===== src/hdl/vtig_pkg.sv =====
// ----------------------------------------------------------------------------
// vtig_pkg
// Shared types and constants for the video timing and interrupt generator.
// ----------------------------------------------------------------------------
package vtig_pkg;

    localparam int ACTIVE_LINES         = 200;
    localparam int VBLANK_START         = 400;
    localparam int HALF_LINES_PER_FRAME = 524;
    localparam int FRAMES_PER_SECOND    = 60;

    localparam int HALF_W  = 10;
    localparam int LINE_W  = 9;
    localparam int FRAME_W = 6;
    localparam int LADDR_W = $clog2(ACTIVE_LINES);

    // command codes
    localparam logic [1:0] CMD_TICK       = 2'd0;
    localparam logic [1:0] CMD_LINE_WRITE = 2'd1;
    localparam logic [1:0] CMD_ACK        = 2'd2;

    // register indexes
    localparam logic [1:0] REG_VBL_EN  = 2'd0;
    localparam logic [1:0] REG_QTR_EN  = 2'd1;
    localparam logic [1:0] REG_ONE_EN  = 2'd2;
    localparam logic [1:0] REG_SCAN_EN = 2'd3;

    // pending bit positions
    localparam int DIAG_VBL   = 0;
    localparam int DIAG_QTR   = 1;
    localparam int VGC_SCAN   = 0;
    localparam int VGC_ONESEC = 1;
    localparam int VGC_ANY    = 2;

    // clear mask bit positions
    localparam int CLR_VBL  = 0;
    localparam int CLR_QTR  = 1;
    localparam int CLR_ONE  = 2;
    localparam int CLR_SCAN = 3;

    typedef struct packed {
        logic [1:0] cmd;
        logic [7:0] line_index;
        logic       line_irq_bit;
        logic [3:0] clear_mask;
    } in_t;

    typedef struct packed {
        logic       vblank_active;
        logic [8:0] vertical_count;
        logic [2:0] irq_raised;
        logic [1:0] diag_pending;
        logic [7:0] vgc_status;
        logic [5:0] frame_number;
    } out_t;

    typedef struct packed {
        logic vbl_en;
        logic qtr_en;
        logic one_en;
        logic scan_en;
    } cfg_t;

    typedef struct packed {
        logic               en;
        logic [LADDR_W-1:0] addr;
        logic               value;
    } line_wr_t;

endpackage


===== src/hdl/vtig_cfg_regs.sv =====
// ----------------------------------------------------------------------------
// vtig_cfg_regs
// APB register file holding the four interrupt enables.
// ----------------------------------------------------------------------------
module vtig_cfg_regs (
    input  logic               aclk,
    input  logic               aresetn,
    input  logic               psel,
    input  logic               penable,
    input  logic               pwrite,
    input  logic [3:0]         paddr,
    input  logic [31:0]        pwdata,
    output logic [31:0]        prdata,
    output logic               pready,
    output vtig_pkg::cfg_t     cfg
);

    vtig_pkg::cfg_t cfg_reg;
    logic [1:0]     idx;
    logic           wr_en;

    assign idx    = paddr[3:2];
    assign wr_en  = psel && penable && pwrite;
    assign pready = 1'b1;
    assign cfg    = cfg_reg;

    always_ff @(posedge aclk) begin
        if (!aresetn) begin
            cfg_reg <= '0;
        end else if (wr_en) begin
            unique case (idx)
                vtig_pkg::REG_VBL_EN:  cfg_reg.vbl_en  <= pwdata[0];
                vtig_pkg::REG_QTR_EN:  cfg_reg.qtr_en  <= pwdata[0];
                vtig_pkg::REG_ONE_EN:  cfg_reg.one_en  <= pwdata[0];
                vtig_pkg::REG_SCAN_EN: cfg_reg.scan_en <= pwdata[0];
                default: ;
            endcase
        end
    end

    always_comb begin
        prdata = '0;
        unique case (idx)
            vtig_pkg::REG_VBL_EN:  prdata[0] = cfg_reg.vbl_en;
            vtig_pkg::REG_QTR_EN:  prdata[0] = cfg_reg.qtr_en;
            vtig_pkg::REG_ONE_EN:  prdata[0] = cfg_reg.one_en;
            vtig_pkg::REG_SCAN_EN: prdata[0] = cfg_reg.scan_en;
            default: ;
        endcase
    end

endmodule


===== src/hdl/vtig_line_store.sv =====
// ----------------------------------------------------------------------------
// vtig_line_store
// Per-line interrupt bit memory with valid bits and a registered read of the
// line that the next tick will land on.
// ----------------------------------------------------------------------------
module vtig_line_store (
    input  logic                           aclk,
    input  logic                           aresetn,
    input  vtig_pkg::line_wr_t             wr,
    input  logic [vtig_pkg::LADDR_W-1:0]   rd_addr,
    output logic                           look_bit
);

    logic                          mem [vtig_pkg::ACTIVE_LINES];
    logic [vtig_pkg::ACTIVE_LINES-1:0] valid_reg;
    logic                          rdata_reg;
    logic                          rd_valid_reg;
    logic                          fwd_reg;
    logic                          fwd_bit_reg;

    always_ff @(posedge aclk) begin
        if (wr.en) begin
            mem[wr.addr] <= wr.value;
        end
        rdata_reg   <= mem[rd_addr];
        fwd_bit_reg <= wr.value;
    end

    always_ff @(posedge aclk) begin
        if (!aresetn) begin
            valid_reg    <= '0;
            rd_valid_reg <= 1'b0;
            fwd_reg      <= 1'b0;
        end else begin
            if (wr.en) begin
                valid_reg[wr.addr] <= 1'b1;
            end
            rd_valid_reg <= valid_reg[rd_addr];
            // a write to the line being looked up wins over the stored copy
            fwd_reg      <= wr.en && (wr.addr == rd_addr);
        end
    end

    assign look_bit = fwd_reg ? fwd_bit_reg : (rd_valid_reg & rdata_reg);

endmodule


===== src/hdl/vtig_timing.sv =====
// ----------------------------------------------------------------------------
// vtig_timing
// Half-line and frame counters, pending bits and the result register.
// ----------------------------------------------------------------------------
module vtig_timing (
    input  logic                           aclk,
    input  logic                           aresetn,
    input  vtig_pkg::cfg_t                 cfg,
    input  logic                           s_valid,
    output logic                           s_ready,
    input  vtig_pkg::in_t                  s_data,
    output logic                           m_valid,
    input  logic                           m_ready,
    output vtig_pkg::out_t                 m_data,
    output vtig_pkg::line_wr_t             line_wr,
    output logic [vtig_pkg::LADDR_W-1:0]   look_addr,
    input  logic                           look_bit
);

    localparam logic [vtig_pkg::HALF_W-1:0] HALF_WRAP =
        vtig_pkg::HALF_W'(vtig_pkg::HALF_LINES_PER_FRAME);
    localparam logic [vtig_pkg::HALF_W-1:0] HALF_VBL =
        vtig_pkg::HALF_W'(vtig_pkg::VBLANK_START);
    localparam logic [vtig_pkg::LINE_W-1:0] LINE_LIMIT =
        vtig_pkg::LINE_W'(vtig_pkg::ACTIVE_LINES);
    localparam logic [vtig_pkg::FRAME_W-1:0] FRAME_LAST =
        vtig_pkg::FRAME_W'(vtig_pkg::FRAMES_PER_SECOND - 1);
    localparam logic [vtig_pkg::FRAME_W-1:0] FRAME_Q1 = vtig_pkg::FRAME_W'(15);
    localparam logic [vtig_pkg::FRAME_W-1:0] FRAME_Q2 = vtig_pkg::FRAME_W'(30);
    localparam logic [vtig_pkg::FRAME_W-1:0] FRAME_Q3 = vtig_pkg::FRAME_W'(45);

    logic [vtig_pkg::HALF_W-1:0]  half_reg, half_next;
    logic [vtig_pkg::FRAME_W-1:0] frame_reg, frame_next;
    logic                         vbl_reg, vbl_next;
    logic [1:0]                   diag_reg, diag_next;
    logic [2:0]                   vgc_reg, vgc_next;
    logic                         m_valid_reg;
    vtig_pkg::out_t               m_data_reg;

    logic                         accept;
    logic [vtig_pkg::HALF_W-1:0]  h_inc, tgt_half;
    logic                         wrap;
    logic [vtig_pkg::LINE_W-1:0]  tgt_line;
    logic                         in_range;
    logic [vtig_pkg::HALF_W-1:0]  hn_inc, nxt_half;
    logic [vtig_pkg::LINE_W-1:0]  nxt_line;
    logic                         r_vbl, r_qtr, r_one, r_scan;
    logic                         qtr_frame;
    logic [2:0]                   raised;
    vtig_pkg::out_t               res;

    assign s_ready = !m_valid_reg || m_ready;
    assign accept  = s_valid && s_ready;
    assign m_valid = m_valid_reg;
    assign m_data  = m_data_reg;

    // position that a tick from the current state lands on
    assign h_inc    = half_reg + 1'b1;
    assign wrap     = (h_inc >= HALF_WRAP);
    assign tgt_half = wrap ? '0 : h_inc;
    assign tgt_line = tgt_half[vtig_pkg::HALF_W-1:1];
    assign in_range = (tgt_line < LINE_LIMIT);

    assign qtr_frame = (frame_reg == '0) || (frame_reg == FRAME_Q1) ||
                       (frame_reg == FRAME_Q2) || (frame_reg == FRAME_Q3);

    always_comb begin
        half_next  = half_reg;
        frame_next = frame_reg;
        vbl_next   = vbl_reg;
        diag_next  = diag_reg;
        vgc_next   = vgc_reg;
        r_vbl      = 1'b0;
        r_qtr      = 1'b0;
        r_one      = 1'b0;
        r_scan     = 1'b0;
        line_wr    = '0;
        line_wr.addr  = s_data.line_index[vtig_pkg::LADDR_W-1:0];
        line_wr.value = s_data.line_irq_bit;

        if (accept) begin
            unique case (s_data.cmd)
                vtig_pkg::CMD_TICK: begin
                    half_next = tgt_half;
                    if (wrap) begin
                        vbl_next = 1'b0;
                        r_vbl = cfg.vbl_en && !diag_reg[vtig_pkg::DIAG_VBL];
                        r_qtr = qtr_frame && cfg.qtr_en && !diag_reg[vtig_pkg::DIAG_QTR];
                        r_one = cfg.one_en && (frame_reg == '0) &&
                                !vgc_reg[vtig_pkg::VGC_ONESEC];
                        frame_next = (frame_reg >= FRAME_LAST) ? '0 : frame_reg + 1'b1;
                    end else if (tgt_half == HALF_VBL) begin
                        vbl_next = 1'b1;
                    end
                    r_scan = cfg.scan_en && in_range && look_bit &&
                             !vgc_reg[vtig_pkg::VGC_SCAN];
                    if (r_vbl) diag_next[vtig_pkg::DIAG_VBL] = 1'b1;
                    if (r_qtr) diag_next[vtig_pkg::DIAG_QTR] = 1'b1;
                    if (r_one) begin
                        vgc_next[vtig_pkg::VGC_ONESEC] = 1'b1;
                        vgc_next[vtig_pkg::VGC_ANY]    = 1'b1;
                    end
                    if (r_scan) begin
                        vgc_next[vtig_pkg::VGC_SCAN] = 1'b1;
                        vgc_next[vtig_pkg::VGC_ANY]  = 1'b1;
                    end
                end
                vtig_pkg::CMD_LINE_WRITE: begin
                    line_wr.en = ({1'b0, s_data.line_index} < LINE_LIMIT);
                end
                vtig_pkg::CMD_ACK: begin
                    if (s_data.clear_mask[vtig_pkg::CLR_VBL])
                        diag_next[vtig_pkg::DIAG_VBL] = 1'b0;
                    if (s_data.clear_mask[vtig_pkg::CLR_QTR])
                        diag_next[vtig_pkg::DIAG_QTR] = 1'b0;
                    if (s_data.clear_mask[vtig_pkg::CLR_ONE])
                        vgc_next[vtig_pkg::VGC_ONESEC] = 1'b0;
                    if (s_data.clear_mask[vtig_pkg::CLR_SCAN])
                        vgc_next[vtig_pkg::VGC_SCAN] = 1'b0;
                    if (!vgc_next[vtig_pkg::VGC_ONESEC] && !vgc_next[vtig_pkg::VGC_SCAN])
                        vgc_next[vtig_pkg::VGC_ANY] = 1'b0;
                end
                default: ;
            endcase
        end
    end

    assign raised = {2'b00, r_vbl} + {2'b00, r_qtr} + {2'b00, r_one} + {2'b00, r_scan};

    // look up the line that the following tick will land on
    assign hn_inc    = half_next + 1'b1;
    assign nxt_half  = (hn_inc >= HALF_WRAP) ? '0 : hn_inc;
    assign nxt_line  = nxt_half[vtig_pkg::HALF_W-1:1];
    assign look_addr = (nxt_line < LINE_LIMIT) ? nxt_line[vtig_pkg::LADDR_W-1:0] : '0;

    always_comb begin
        res.vblank_active  = vbl_next;
        res.vertical_count = half_next[vtig_pkg::HALF_W-1:1];
        res.irq_raised     = raised;
        res.diag_pending   = diag_next;
        res.vgc_status     = {vgc_next[vtig_pkg::VGC_ANY], vgc_next[vtig_pkg::VGC_ONESEC],
                              vgc_next[vtig_pkg::VGC_SCAN], 5'b00000};
        res.frame_number   = frame_next;
    end

    always_ff @(posedge aclk) begin
        if (!aresetn) begin
            half_reg    <= '0;
            frame_reg   <= '0;
            vbl_reg     <= 1'b0;
            diag_reg    <= '0;
            vgc_reg     <= '0;
            m_valid_reg <= 1'b0;
        end else begin
            half_reg  <= half_next;
            frame_reg <= frame_next;
            vbl_reg   <= vbl_next;
            diag_reg  <= diag_next;
            vgc_reg   <= vgc_next;
            if (accept) begin
                m_valid_reg <= 1'b1;
            end else if (m_ready) begin
                m_valid_reg <= 1'b0;
            end
        end
    end

    always_ff @(posedge aclk) begin
        if (accept) begin
            m_data_reg <= res;
        end
    end

endmodule


===== src/hdl/video_timing_irq_generator.sv =====
// ----------------------------------------------------------------------------
// video_timing_irq_generator
// Video timing counters and interrupt pending logic, top level.
// ----------------------------------------------------------------------------
// Usage:
//   s_* channel carries commands: tick (advance the half-line counter),
//   line write (set or clear the interrupt bit of one scanline) and
//   acknowledge (clear the pending bits picked by clear_mask).
//   m_* channel returns one result per command, showing the state after it:
//   vblank flag, current line, count of new requests, pending bits, status
//   byte and frame number.
//   The APB port holds four interrupt enables; write it only while idle.
// Timing:
//   One transfer in per cycle while s_ready is high; the registered result
//   appears in the cycle after the transfer. The line bit for the next tick
//   is pre-read from the line memory, so all commands run at one per cycle.
// Reset:
//   aresetn (synchronous) clears counters, pending bits, enables and the line
//   bit valid flags, so all line bits read as zero until written.
// Stall:
//   One result register; while it is full and m_ready is low, s_ready is low.
//   A result taken in the same cycle frees the slot for the next transfer.
// ----------------------------------------------------------------------------
module video_timing_irq_generator (
    input  logic            aclk,
    input  logic            aresetn,
    input  logic            psel,
    input  logic            penable,
    input  logic            pwrite,
    input  logic [3:0]      paddr,
    input  logic [31:0]     pwdata,
    output logic [31:0]     prdata,
    output logic            pready,
    input  logic            s_valid,
    output logic            s_ready,
    input  vtig_pkg::in_t   s_data,
    output logic            m_valid,
    input  logic            m_ready,
    output vtig_pkg::out_t  m_data
);

    vtig_pkg::cfg_t                 cfg;
    vtig_pkg::line_wr_t             line_wr;
    logic [vtig_pkg::LADDR_W-1:0]   look_addr;
    logic                           look_bit;

    vtig_cfg_regs u_cfg (
        .aclk    (aclk),
        .aresetn (aresetn),
        .psel    (psel),
        .penable (penable),
        .pwrite  (pwrite),
        .paddr   (paddr),
        .pwdata  (pwdata),
        .prdata  (prdata),
        .pready  (pready),
        .cfg     (cfg)
    );

    vtig_line_store u_store (
        .aclk     (aclk),
        .aresetn  (aresetn),
        .wr       (line_wr),
        .rd_addr  (look_addr),
        .look_bit (look_bit)
    );

    vtig_timing u_timing (
        .aclk      (aclk),
        .aresetn   (aresetn),
        .cfg       (cfg),
        .s_valid   (s_valid),
        .s_ready   (s_ready),
        .s_data    (s_data),
        .m_valid   (m_valid),
        .m_ready   (m_ready),
        .m_data    (m_data),
        .line_wr   (line_wr),
        .look_addr (look_addr),
        .look_bit  (look_bit)
    );

endmodule

===== config.mk =====
export PLATFORM = sky130hd
export DESIGN_NAME = video_timing_irq_generator
export DESIGN_NICKNAME = d
export VERILOG_FILES = /design/src/hdl/vtig_pkg.sv /design/src/hdl/vtig_cfg_regs.sv /design/src/hdl/vtig_line_store.sv /design/src/hdl/vtig_timing.sv /design/src/hdl/video_timing_irq_generator.sv
export SDC_FILE = /design/constraint.sdc
export NUM_CORES = 1
export LEC_CHECK = 0
export BUFFER_PORTS_ARGS = -buffer_cell sky130_fd_sc_hd__buf_2
export CORE_ASPECT_RATIO = 1.1
export CORE_UTILIZATION = 30
export DETAILED_ROUTE_END_ITERATION = 12
export GPL_TIMING_DRIVEN = 0
export SLEW_MARGIN = 5
export SYNTH_ARGS = -nofsm -noshare
export SYNTH_HDL_FRONTEND = slang
export SYNTH_SLANG_ARGS = --single-unit

===== constraint.sdc =====
create_clock -name aclk -period 7.3 [get_ports aclk]
set_clock_uncertainty 0.1 [all_clocks]
set_input_delay 1.46 -clock aclk [delete_from_list [all_inputs] [get_ports aclk]]
set_output_delay 1.46 -clock aclk [all_outputs]
set_load 0.02 [all_outputs]

# Yosys cells after proc, flatten, opt, wreduce, memory -nomap -nowiden
# Memory sizes are Yosys's and may differ from the RTL's. A register that Yosys moved wholly into a read port is not among the register bits.
# Cells that the tools add are included.
dict set report word_totals {
  register_bits 254
  mem_bits_rw 200
  input_bits 58
  out_inout_bits 64
  word_cells 141
  memories 1
}
# memory words word_bits rd rd_clocked_by_memory_dff wr line_no
set mem_list {}
lappend mem_list {u_store.mem 200 1 1 1 1 vtig_line_store.sv:14} ;# logic mem [vtig_pkg::ACTIVE_LINES];
dict set report classes {
  addsub 6
  magnitude_cmp 9
  n_eq_ne 10
  mux 60
  n_bitwise 2
  reduce_logical 33
}
# op count
set ops {}
lappend ops {{$or 200x200->200} 1}
lappend ops {{$mux 1} 43}
lappend ops {{$mux 10} 4}
lappend ops {{$mux 6} 4}
lappend ops {{$add 10x1->10 const B} 2}
lappend ops {{$ge 10x10->1 const B} 2}
lappend ops {{$lt 8x9->1 const B} 2}
lappend ops {{$lt 9x8->1 const B} 2}
lappend ops {{$logic_and 1x1->1} 14}
lappend ops {{$eq 10x9->1 const B} 1}
lappend ops {{$bmux 1 s8} 1}
lappend ops {{$demux 1 s8} 1}
lappend ops {{$eq 8x8->1} 1}
lappend ops {{$ge 8x1->1 const B} 1}
lappend ops {{$lt 8x8->1 const B} 1}
lappend ops {{$mux 8} 1}
lappend ops {{$reduce_and 2->1} 4}
lappend ops {{$logic_not 1->1} 7}
lappend ops {{$add 3x1->3} 2}
lappend ops {{$add 6x1->6 const B} 1}
lappend ops {{$eq 2x2->1 const B} 3}
lappend ops {{$eq 6x4->1 const B} 1}
lappend ops {{$eq 6x5->1 const B} 1}
lappend ops {{$eq 6x6->1 const B} 1}
lappend ops {{other kinds (13)} 19}

# Depth between registers and ports, before layout
# Gate-level depths: netlist (run 1).
dict set report logic_depth {
  word_depth 14
  mapped_depth 25
  depth_no_buf 20
}

# Hierarchy
# From an unflattened synthesis (run 1), not the netlist that was laid out.
dict set report unflattened {
  hier_cells 1576
  hier_area_um2 20051.7
}
# mod instances cells_each area_each_um2 seq_area_each_um2
set by_module_without_submodules {}
lappend by_module_without_submodules {vtig_line_store 1 1160 16377.0 10089.7}
lappend by_module_without_submodules {vtig_timing 1 364 3238.1 1181.1}
lappend by_module_without_submodules {vtig_cfg_regs 1 52 436.7 80.1}

# Least setup slack after synthesis (run 1)
# OpenSTA, ideal clock, no wires.
dict set report synth_path {
  path_kind {input to register}
  from {input port m_ready}
  to {register u_store.rdata_reg, read port of u_store.mem}
  setup_ns 0.134
  arrival_time_ns 5.507
  slack_ns 1.560
  cell_stages 21
  n_path_buf 5
  cell_sequence {nand2b_1 > buf_2 > and3_1 > buf_2 > buf_1 > o21ai_0 > o21ai_0 > ha_1 > nor2b_1 > o21ai_0 > nor4_2 > o211ai_1 > o21ai_2 > buf_2 > buf_2 > mux2i_1 > o32ai_1 > a211oi_1 > a21oi_1 > nor4_1 > o32ai_1}
}
dict set report synth_via {
  elab_chain_cells 8
}
# element line_no
set synth_lines {}
lappend synth_lines {{start, declared} video_timing_irq_generator.sv:38} ;# input logic m_ready,
lappend synth_lines {{$logic_or 1x1->1 *} vtig_timing.sv:52} ;# assign s_ready = !m_valid_reg || m_ready;
lappend synth_lines {{named net s_ready} video_timing_irq_generator.sv:35} ;# output logic s_ready,
lappend synth_lines {{$logic_and 1x1->1 *} vtig_timing.sv:53} ;# assign accept = s_valid && s_ready;
lappend synth_lines {{$mux 10 *} vtig_timing.sv:81} ;# if (accept) begin
lappend synth_lines {{named net u_timing.half_next, one bit} vtig_timing.sv:32} ;# logic [vtig_pkg::HALF_W-1:0] half_reg, half_next;
lappend synth_lines {{$add 10x1->10 *} vtig_timing.sv:131} ;# assign hn_inc = half_next + 1'b1;
lappend synth_lines {{$ge 10x10->1} vtig_timing.sv:132} ;# assign nxt_half = (hn_inc >= HALF_WRAP) ? '0 : hn_inc;
lappend synth_lines {{$mux 10 *} vtig_timing.sv:132}
lappend synth_lines {{$lt 9x8->1} vtig_timing.sv:134} ;# assign look_addr = (nxt_line < LINE_LIMIT) ? nxt_line[vtig_pkg::LADDR_W-1:0] : '0;
lappend synth_lines {{$mux 8 *} vtig_timing.sv:134}
lappend synth_lines {{end, declared} vtig_line_store.sv:16} ;# logic rdata_reg;
# The timed path passes the listed nets; every way through them passes the cells marked *.
# A chain may end at the register's enable or synchronous reset.

# Worst setup path after layout (run 1)
dict set report layout_path {
  from {register u_timing.half_reg[1] (netlist name)}
  to {register u_store.rdata_reg, read port of u_store.mem}
}
dict set report layout_via {
  elab_chain_cells 10
}
# element line_no
set layout_lines {}
lappend layout_lines {{start, declared} vtig_timing.sv:32}
lappend layout_lines {{start signal, assigned} vtig_timing.sv:155} ;# half_reg <= half_next;
lappend layout_lines {{$add 10x1->10 *} vtig_timing.sv:58} ;# assign h_inc = half_reg + 1'b1;
lappend layout_lines {{$ge 10x10->1 *} vtig_timing.sv:59} ;# assign wrap = (h_inc >= HALF_WRAP);
lappend layout_lines {{$mux 10 *} vtig_timing.sv:60} ;# assign tgt_half = wrap ? '0 : h_inc;
lappend layout_lines {{$mux 10 *} vtig_timing.sv:82} ;# unique case (s_data.cmd)
lappend layout_lines {{$mux 10 *} vtig_timing.sv:81}
lappend layout_lines {{named net u_timing.half_next, one bit} vtig_timing.sv:32}
lappend layout_lines {{$add 10x1->10 *} vtig_timing.sv:131}
lappend layout_lines {{$ge 10x10->1} vtig_timing.sv:132}
lappend layout_lines {{$mux 10 *} vtig_timing.sv:132}
lappend layout_lines {{$lt 9x8->1} vtig_timing.sv:134}
lappend layout_lines {{$mux 8 *} vtig_timing.sv:134}
# Marked as above.

==> flow_metrics.env, run 1 <==
export IMPL_run_status="finished with violations"
export IMPL_violations="max-capacitance violations, max-slew violations"
export IMPL_cts_hold_buffers_added=0
export IMPL_crit_start="u_timing.half_reg[1]"
export IMPL_grt_start_max_net_pins=118
export IMPL_gp_congestion=0.953
export IMPL_critical_path_class="reg2reg"
export IMPL_r2r_start="u_timing.half_reg[1]"
export IMPL_drt_pre_antenna_iters=5
export IMPL_mappedNetlistArea_sq_mm=0.0204
export IMPL_synth_seq_cells=455
export IMPL_finalInstanceArea_sq_mm=0.0235
export IMPL_top_level_ports=122
export IMPL_async_reset_ff_share_pct=0
export IMPL_flow_area_growth_from_synthesis_pct=15.5
export IMPL_yosysUniqueCellTypes=89
export IMPL_rsz0062_at_grt="no"
export IMPL_worst_setup_hold_path_clk_slew_ps=60
export IMPL_worstHoldStart="u_store.valid_reg[136]"
export IMPL_clock_tree_htree_level_count=2
export IMPL_drv_max_cap_violation_count=1
export IMPL_start_util_pct=30.5
export IMPL_ys_seq_area_share_pct=55.8
export IMPL_setup_viol_count_final=0
export IMPL_setup_slack_of_the_worst_register_to_register_path_ps=170
export IMPL_io_buffer_count=43
export IMPL_critPathCaptureType="register"
export IMPL_arrival_ps=7500
export IMPL_postPlaceCellArea_sq_mm=0.0218
export IMPL_worstPathRequired_ps=7670
export IMPL_grt_use_total_pct=20.9
export IMPL_drc=0
export IMPL_clockBufferDepth=3
export IMPL_layout_filler_cells=6702
export IMPL_initial_antenna_violation_count=3
export IMPL_tritoncts_clock_tree="built"
export IMPL_finalWirelength_mm=73.7
export IMPL_fp_dieArea_sq_mm=0.0689
export IMPL_cp_endpoint="u_store.rdata_reg"
export IMPL_min_delay_path_class="reg2reg"
export IMPL_wire_length_of_the_first_global_routing_pass_mm=106
export IMPL_dr_total_vias=16800
export IMPL_critPathLaunchType="register"
export IMPL_highest_count_cells_in_the_layout_ignoring_fill_and_taps="250 x nor2_1, 240 x nand2_1, 231 x dfxtp_1"
export IMPL_grt_overflow_total=0
export IMPL_fin_crit_sh_pct=97.6
export IMPL_detailed_placement_hpwl_mm=49.9
export IMPL_insertion_delay_ps=620
export IMPL_cts_root_buf="clkbuf_16"
export IMPL_most_common_library_cell_in_the_layout_ignoring_fill_and_taps="nor2_1"
export IMPL_core_rowCount=99
export IMPL_drtAntennaViolNets=0
export IMPL_synth_enable_flop_cells=224
export IMPL_synthesis_yosys_warnings=0
export IMPL_achievable_frequency_mhz=140
export IMPL_synth_area_per_cell_sq_um=10.3
export IMPL_number_of_clock_buffers_inserted_by_tritoncts=49
export IMPL_max_slew_worst_pin_slew_ps=1610
export IMPL_worst_path_max_fanout=10
export IMPL_fin_tns_setup_ps=0
export IMPL_cts_sinks=455
export IMPL_layout_min_cycle_time_ps=7130
export IMPL_report_final_slew_viol_count=2
export IMPL_grt_pass1_vias=16000
export IMPL_ys_flop_type="dfxtp_1"
export IMPL_die_h_um=275
export IMPL_die_width_um=250
export IMPL_detail_route_iter0_violations=2098
export IMPL_power_density_cell_area_mw_per_mm2=236
export IMPL_hold_violations=0
export IMPL_power_leakage_uw=0.00819
export IMPL_worst_r2r_endpoint="u_store.rdata_reg"
export IMPL_core_region_area_sq_mm=0.0668
export IMPL_hold_ws_ps=363
export IMPL_rr_worst_depth=21
export IMPL_wire_per_inst_um=24.5
export IMPL_drive_above_1_share_pct=13.1
export IMPL_vias_per_cell=5.58
export IMPL_power_ir_vdd_worst_mv=0.179
export IMPL_timing_max_slew_rel_slack_pct=-8.63
export IMPL_netlist_instances=1976
export IMPL_final_nets=2177
==> worst max-delay path, cell delays in order (launching register included) <==
cell	delay, ps
dfxtp_1	530
ha_1	250
buf_2	230
nand3_1	190
a211oi_1	450
a21oi_1	190
nor3_2	270
o21ai_0	140
o21ai_1	270
ha_1	380
clkinv_1	580
a21oi_1	470
a21boi_1	230
buf_2	350
buf_4	330
buf_4	320
nand2_1	360
or3_1	480
o21ai_0	140
a211oi_2	130
nor4_2	400
o32ai_1	140
==> worst min path at each step <==
stage	to	cells past startpoint	slack [ps]
3_5_place_dp	u_store.valid_reg[166]	1	350
6_report	u_store.valid_reg[136]	1	360
3_3_place_gp	u_store.valid_reg[151]	1	340
5_1_grt	u_store.valid_reg[47]	1	370
2_1_floorplan	u_store.valid_reg[106]	1	330
4_1_cts	u_store.valid_reg[18]	1	370
==> area by class of cell <==
cell class	instances	area, sq um	share of cell area, %
Tap cell	858	1070	4.57
Timing Repair Buffer	50	294	1.25
Sequential cell	455	11400	48.3
Clock inverter	16	156	0.665
Buffer	171	913	3.88
Inverter	21	78.8	0.335
Clock buffer	74	1440	6.12
Multi-Input combinational cell	1362	8200	34.9
Antenna cell	1	2.50	0.0106
==> kinds of logic after synthesis <==
logic type | Yosys count | synth area share (%)
buffers and inverters | 194 | 4.79
DFF | 455 | 55.8
muxes | 92 | 4.88
AOI/OAI and AO/OA | 491 | 17.4
xor gates and xnor gates | 19 | 0.817
adders and majority gates | 9 | 0.590
other | 2 | 0.0369
and+or+nand+nor | 714 | 15.7
==> through the flow <==
step                      power, uW  worst slack (ps)  util [%]  instances
final                          5540               173      35.2       3008
after global routing           5670              43.2      35.2       3007
after CTS                      5550             -55.5      35.1       3002
after detailed placement       3100             -1010      32.7       2913
after global placement         3100             -1040      32.6       2912
after floorplan                2940              1560         -       2011
==> routing by layer <==
layer | vias up | GRT usage [%] | share of wire [%]
met3 | 204 | 4.13 | 9.7
li1 | 7342 | - | -
met2 | 919 | 33.5 | 45
met1 | 8307 | 27.4 | 41
met5 | - | 0 | 0.019
met4 | 2 | 9.44 | 4.8
==> synth_stat cells, types with 5 or more instances <==
cell	number	area share, %
nor4_1	9	0.28
o21ai_0	60	1.5
buf_2	39	0.96
mux2_2	18	1.0
edfxtp_1	224	33
a22oi_1	5	0.18
o2111ai_1	5	0.22
a21boi_0	6	0.22
dfxtp_1	231	23
a21o_1	7	0.26
o221ai_1	13	0.56
and3_1	19	0.58
o31ai_1	6	0.22
nor3_1	19	0.47
a21oi_1	49	1.2
and2_1	24	0.74
o22ai_1	15	0.46
a211oi_1	22	0.81
buf_4	45	1.7
nand4_1	18	0.55
nand3_1	82	2.0
mux2i_1	70	3.4
ha_1	8	0.49
clkbuf_1	82	1.5
nand2_1	241	4.4
xnor2_1	15	0.65
o211ai_1	7	0.26
nor2_1	250	4.6
a31oi_1	30	0.92
inv_1	20	0.37
o21a_1	205	7.6
nor2b_1	18	0.55
==> timing repair <==
action	in CTS	in global routing
pin swaps	0	3
endpoints found under the setup margin	2	2
resized for setup	10	17
buffers inserted	0	6
==> power breakdown <==
| group | internal, uW | leakage (uW) | switching (uW) |
|---|---|---|---|
| combinational | 96.3 | 0.00350 | 282 |
| clock | 1410 | 0.000783 | 1070 |
| sequential | 2690 | 0.00390 | 3.21 |
| total | 4190 | 0.00819 | 1350 |
Note: power is estimated with default switching activity, not from simulation.
==> run 2, diff against run 1 <==
CAP_MARGIN = 5   (was default)
SETUP_SLACK_MARGIN = 0.4   (was default)
clock period = 7.1 ns   (was 7.3 ns; I/O delays follow)
==> run 2 against run 1 <==
The run still ends with max-capacitance violations, max-slew violations left. Critical path type is now in2reg. Die area unchanged. Core utilization increased by 0.15 points. Worst hold slack is essentially flat. Non-clock buffer count up 3. Count of clock-buffer cells in the layout did not move. Sequential share of layout area down 0.19 points. Register-to-register slack better by 460 ps. First-iteration DRC count shrank 1.0%. Cell area grew 0.42%. Critical path depth stayed put. Via count up 0.61%. Sequential cell count stayed put.
==> flow_metrics.env, run 2 (synthesis gave the netlist of run 1 again) <==
export IMPL_highest_count_cells_in_the_layout_ignoring_fill_and_taps="248 x nor2_1, 238 x nand2_1, 230 x dfxtp_1"
export IMPL_number_of_clock_buffers_inserted_by_tritoncts=49
export IMPL_grt_use_total_pct=21.0
export IMPL_run_status="finished with violations"
export IMPL_place_detailed_instances=2913
export IMPL_grt_met2_usage_pct=33.9
export IMPL_switching_share_of_total_power_pct=24.3
export IMPL_drt_pre_antenna_iters=10
export IMPL_sequential_cell_fraction_of_total_power_pct=48.6
export IMPL_cellInternalPower_uw=4310
export IMPL_critPathLaunchType="primary input"
export IMPL_fin_tns_setup_ps=0
export IMPL_clockBufferDepth=3
export IMPL_worst_path_max_fanout=10
export IMPL_report_final_slew_viol_count=2
export IMPL_net_switching_power_uw=1380
export IMPL_most_common_library_cell_in_the_layout_ignoring_fill_and_taps="nor2_1"
export IMPL_power_density_cell_area_mw_per_mm2=241
export IMPL_grtUsageMet3_pct=3.91
export IMPL_detail_route_iter0_violations=2076
export IMPL_io_buffer_count=43
export IMPL_initial_antenna_violation_count=5
export IMPL_arrival_ps=6950
export IMPL_crit_path_cell_trace="buf_2 > nor2_2 > and3_1 > buf_2 > buf_2 > o21ai_0 > o21ai_1 > ha_1 > nor2b_1 > a21boi_2 > a31oi_1 > o211a_2 > a21boi_1 > buf_4 > buf_4 > buf_4 > mux2i_1 > o21ai_0 > nor4_2 > nor4_1 > o311a_1"
export IMPL_layout_cells_non_filler=3012
export IMPL_dr_total_vias=16900
export IMPL_cts_hold_buffers_added=0
export IMPL_drv_max_cap_violation_count=1
export IMPL_multi_input_gate_area_in_the_final_layout_sq_mm=0.00824
export IMPL_insertion_delay_ps=610
export IMPL_cp_max_stage_cell="nor4_2"
export IMPL_fin_crit_sh_pct=92.2
export IMPL_drtAntennaViolNets=0
export IMPL_gp_congestion=0.953
export IMPL_start_util_pct=30.5
export IMPL_vias_per_cell=5.60
export IMPL_placement_setup_worst_slack_ps=-1170
export IMPL_grt_util_met1_pct=27.6
export IMPL_critical_path_class="in2reg"
export IMPL_top_level_ports=122
export IMPL_crit_path_max_incr_delay_ps=560
export IMPL_min_delay_path_class="reg2reg"
export IMPL_grt_pass1_vias=16000
export IMPL_core_region_area_sq_mm=0.0668
export IMPL_design_power_total_uw=5690
export IMPL_die_h_um=275
export IMPL_drc=0
export IMPL_power_ir_vdd_worst_mv=0.182
export IMPL_violations="max-capacitance violations, max-slew violations"
export IMPL_achievable_frequency_mhz=153
export IMPL_final_core_util_pct=35.4
export IMPL_clock_tree_htree_level_count=2
export IMPL_layout_min_cycle_time_ps=6550
export IMPL_cts_sinks=455
export IMPL_worst_setup_hold_path_clk_slew_ps=60
export IMPL_layout_area_seq_sq_mm=0.0114
export IMPL_critPathCaptureType="register"
export IMPL_grt_overflow_total=0
export IMPL_max_slew_worst_pin_slew_ps=1560
export IMPL_gr_max_usage_layer="met2"
export IMPL_wire_per_inst_um=24.6
export IMPL_worstPathRequired_ps=7500
export IMPL_detailed_placement_hpwl_mm=49.9
export IMPL_fp_dieArea_sq_mm=0.0689
export IMPL_power_frac_comb_pct=6.9
export IMPL_wire_length_of_the_first_global_routing_pass_mm=106
export IMPL_final_nets=2180
export IMPL_die_width_um=250
export IMPL_power_leakage_uw=0.00823
export IMPL_cts_root_buf="clkbuf_16"
export IMPL_finalWirelength_mm=74.0
export IMPL_core_rowCount=99
export IMPL_layout_filler_cells=6691
export IMPL_timing_max_slew_rel_slack_pct=-5.40
export IMPL_hold_violations=0
export IMPL_worst_slack_ps=553
export IMPL_drive_above_1_share_pct=13.8
export IMPL_grt_start_max_net_pins=118
export IMPL_pwr_share_clk_pct=44.5
export IMPL_flow_area_growth_from_synthesis_pct=16.0
export IMPL_tritoncts_clock_tree="built"
export IMPL_setup_viol_count_final=0
export IMPL_rsz0062_at_grt="no"
==> run 2: changes by cell type in the layout (fill, tap and decap cells not counted), sizes merged <==
cell | before | now
clkdlybuf4s15 | 0 | 1
clkbuf | 159 | 161
diode | 1 | 2
==> run 2: routing by layer <==
metal	wire length (um)	part of all wire [%]
met5	16	0.022
met4	3230	4.4
met3	7830	11
met2	33300	45
met1	29600	40
==> run 2: worst max-delay path, delay by kind of cell <==
| kind | cells | cell delay (ps) |
|---|---|---|
| AO/OA/AOI/OAI | 8 | 1990 |
| adder cells (fa/ha/maj) | 1 | 310 |
| buffers and inverters | 6 | 1560 |
| multiplexers | 1 | 310 |
| AND/OR/NAND/NOR | 5 | 1320 |
==> run 2: what timing repair did <==
action / in CTS / in global routing
endpoints found under the setup margin: 3 / 2
pin swaps: 4 / 4
buffers inserted: 4 / 3
gates resized for setup: 32 / 16
==> run 2: power groups by stage <==
stage / registers [uW] / clock network [uW] / logic, uW
floorplan: 2830 / 0 / 195
global placement: 2820 / 0 / 367
detailed placement: 2820 / 0 / 370
CTS: 2760 / 2570 / 375
global route: 2760 / 2670 / 401
finish: 2760 / 2540 / 391
==> run 2: per-stage QoR <==
| step | hold slack (ps) | cell area, sq um |
|---|---|---|
| after global placement | 341 | 21800 |
| after detailed placement | 347 | 21800 |
| after CTS | 366 | 23500 |
| after global routing | 374 | 23600 |
| final | 363 | 23600 |
| after floorplan | 333 | 20500 |
==> run 2: final cells by class <==
cell class / instances / area share [%]
Sequential cell: 455 / 48.1
Multi-Input combinational cell: 1362 / 34.9
Clock buffer: 74 / 6.10
Tap cell: 858 / 4.55
Buffer: 173 / 4.02
Timing Repair Buffer: 51 / 1.33
Clock inverter: 16 / 0.662
Inverter: 21 / 0.339
Antenna cell: 2 / 0.0212
==> run 2: final timing paths <==
kind | startpoint | endpoint | slack (ps) | cells past startpoint
hold / removal | u_store.valid_reg[136] | u_store.valid_reg[136] | 360 | 1
hold reg to reg | u_store.valid_reg[136] | u_store.valid_reg[136] | 360 | 1
setup / recovery | s_data[14] | u_store.rd_valid_reg | 550 | 21
setup reg to reg | u_timing.half_reg[1] | u_store.rd_valid_reg | 630 | 22
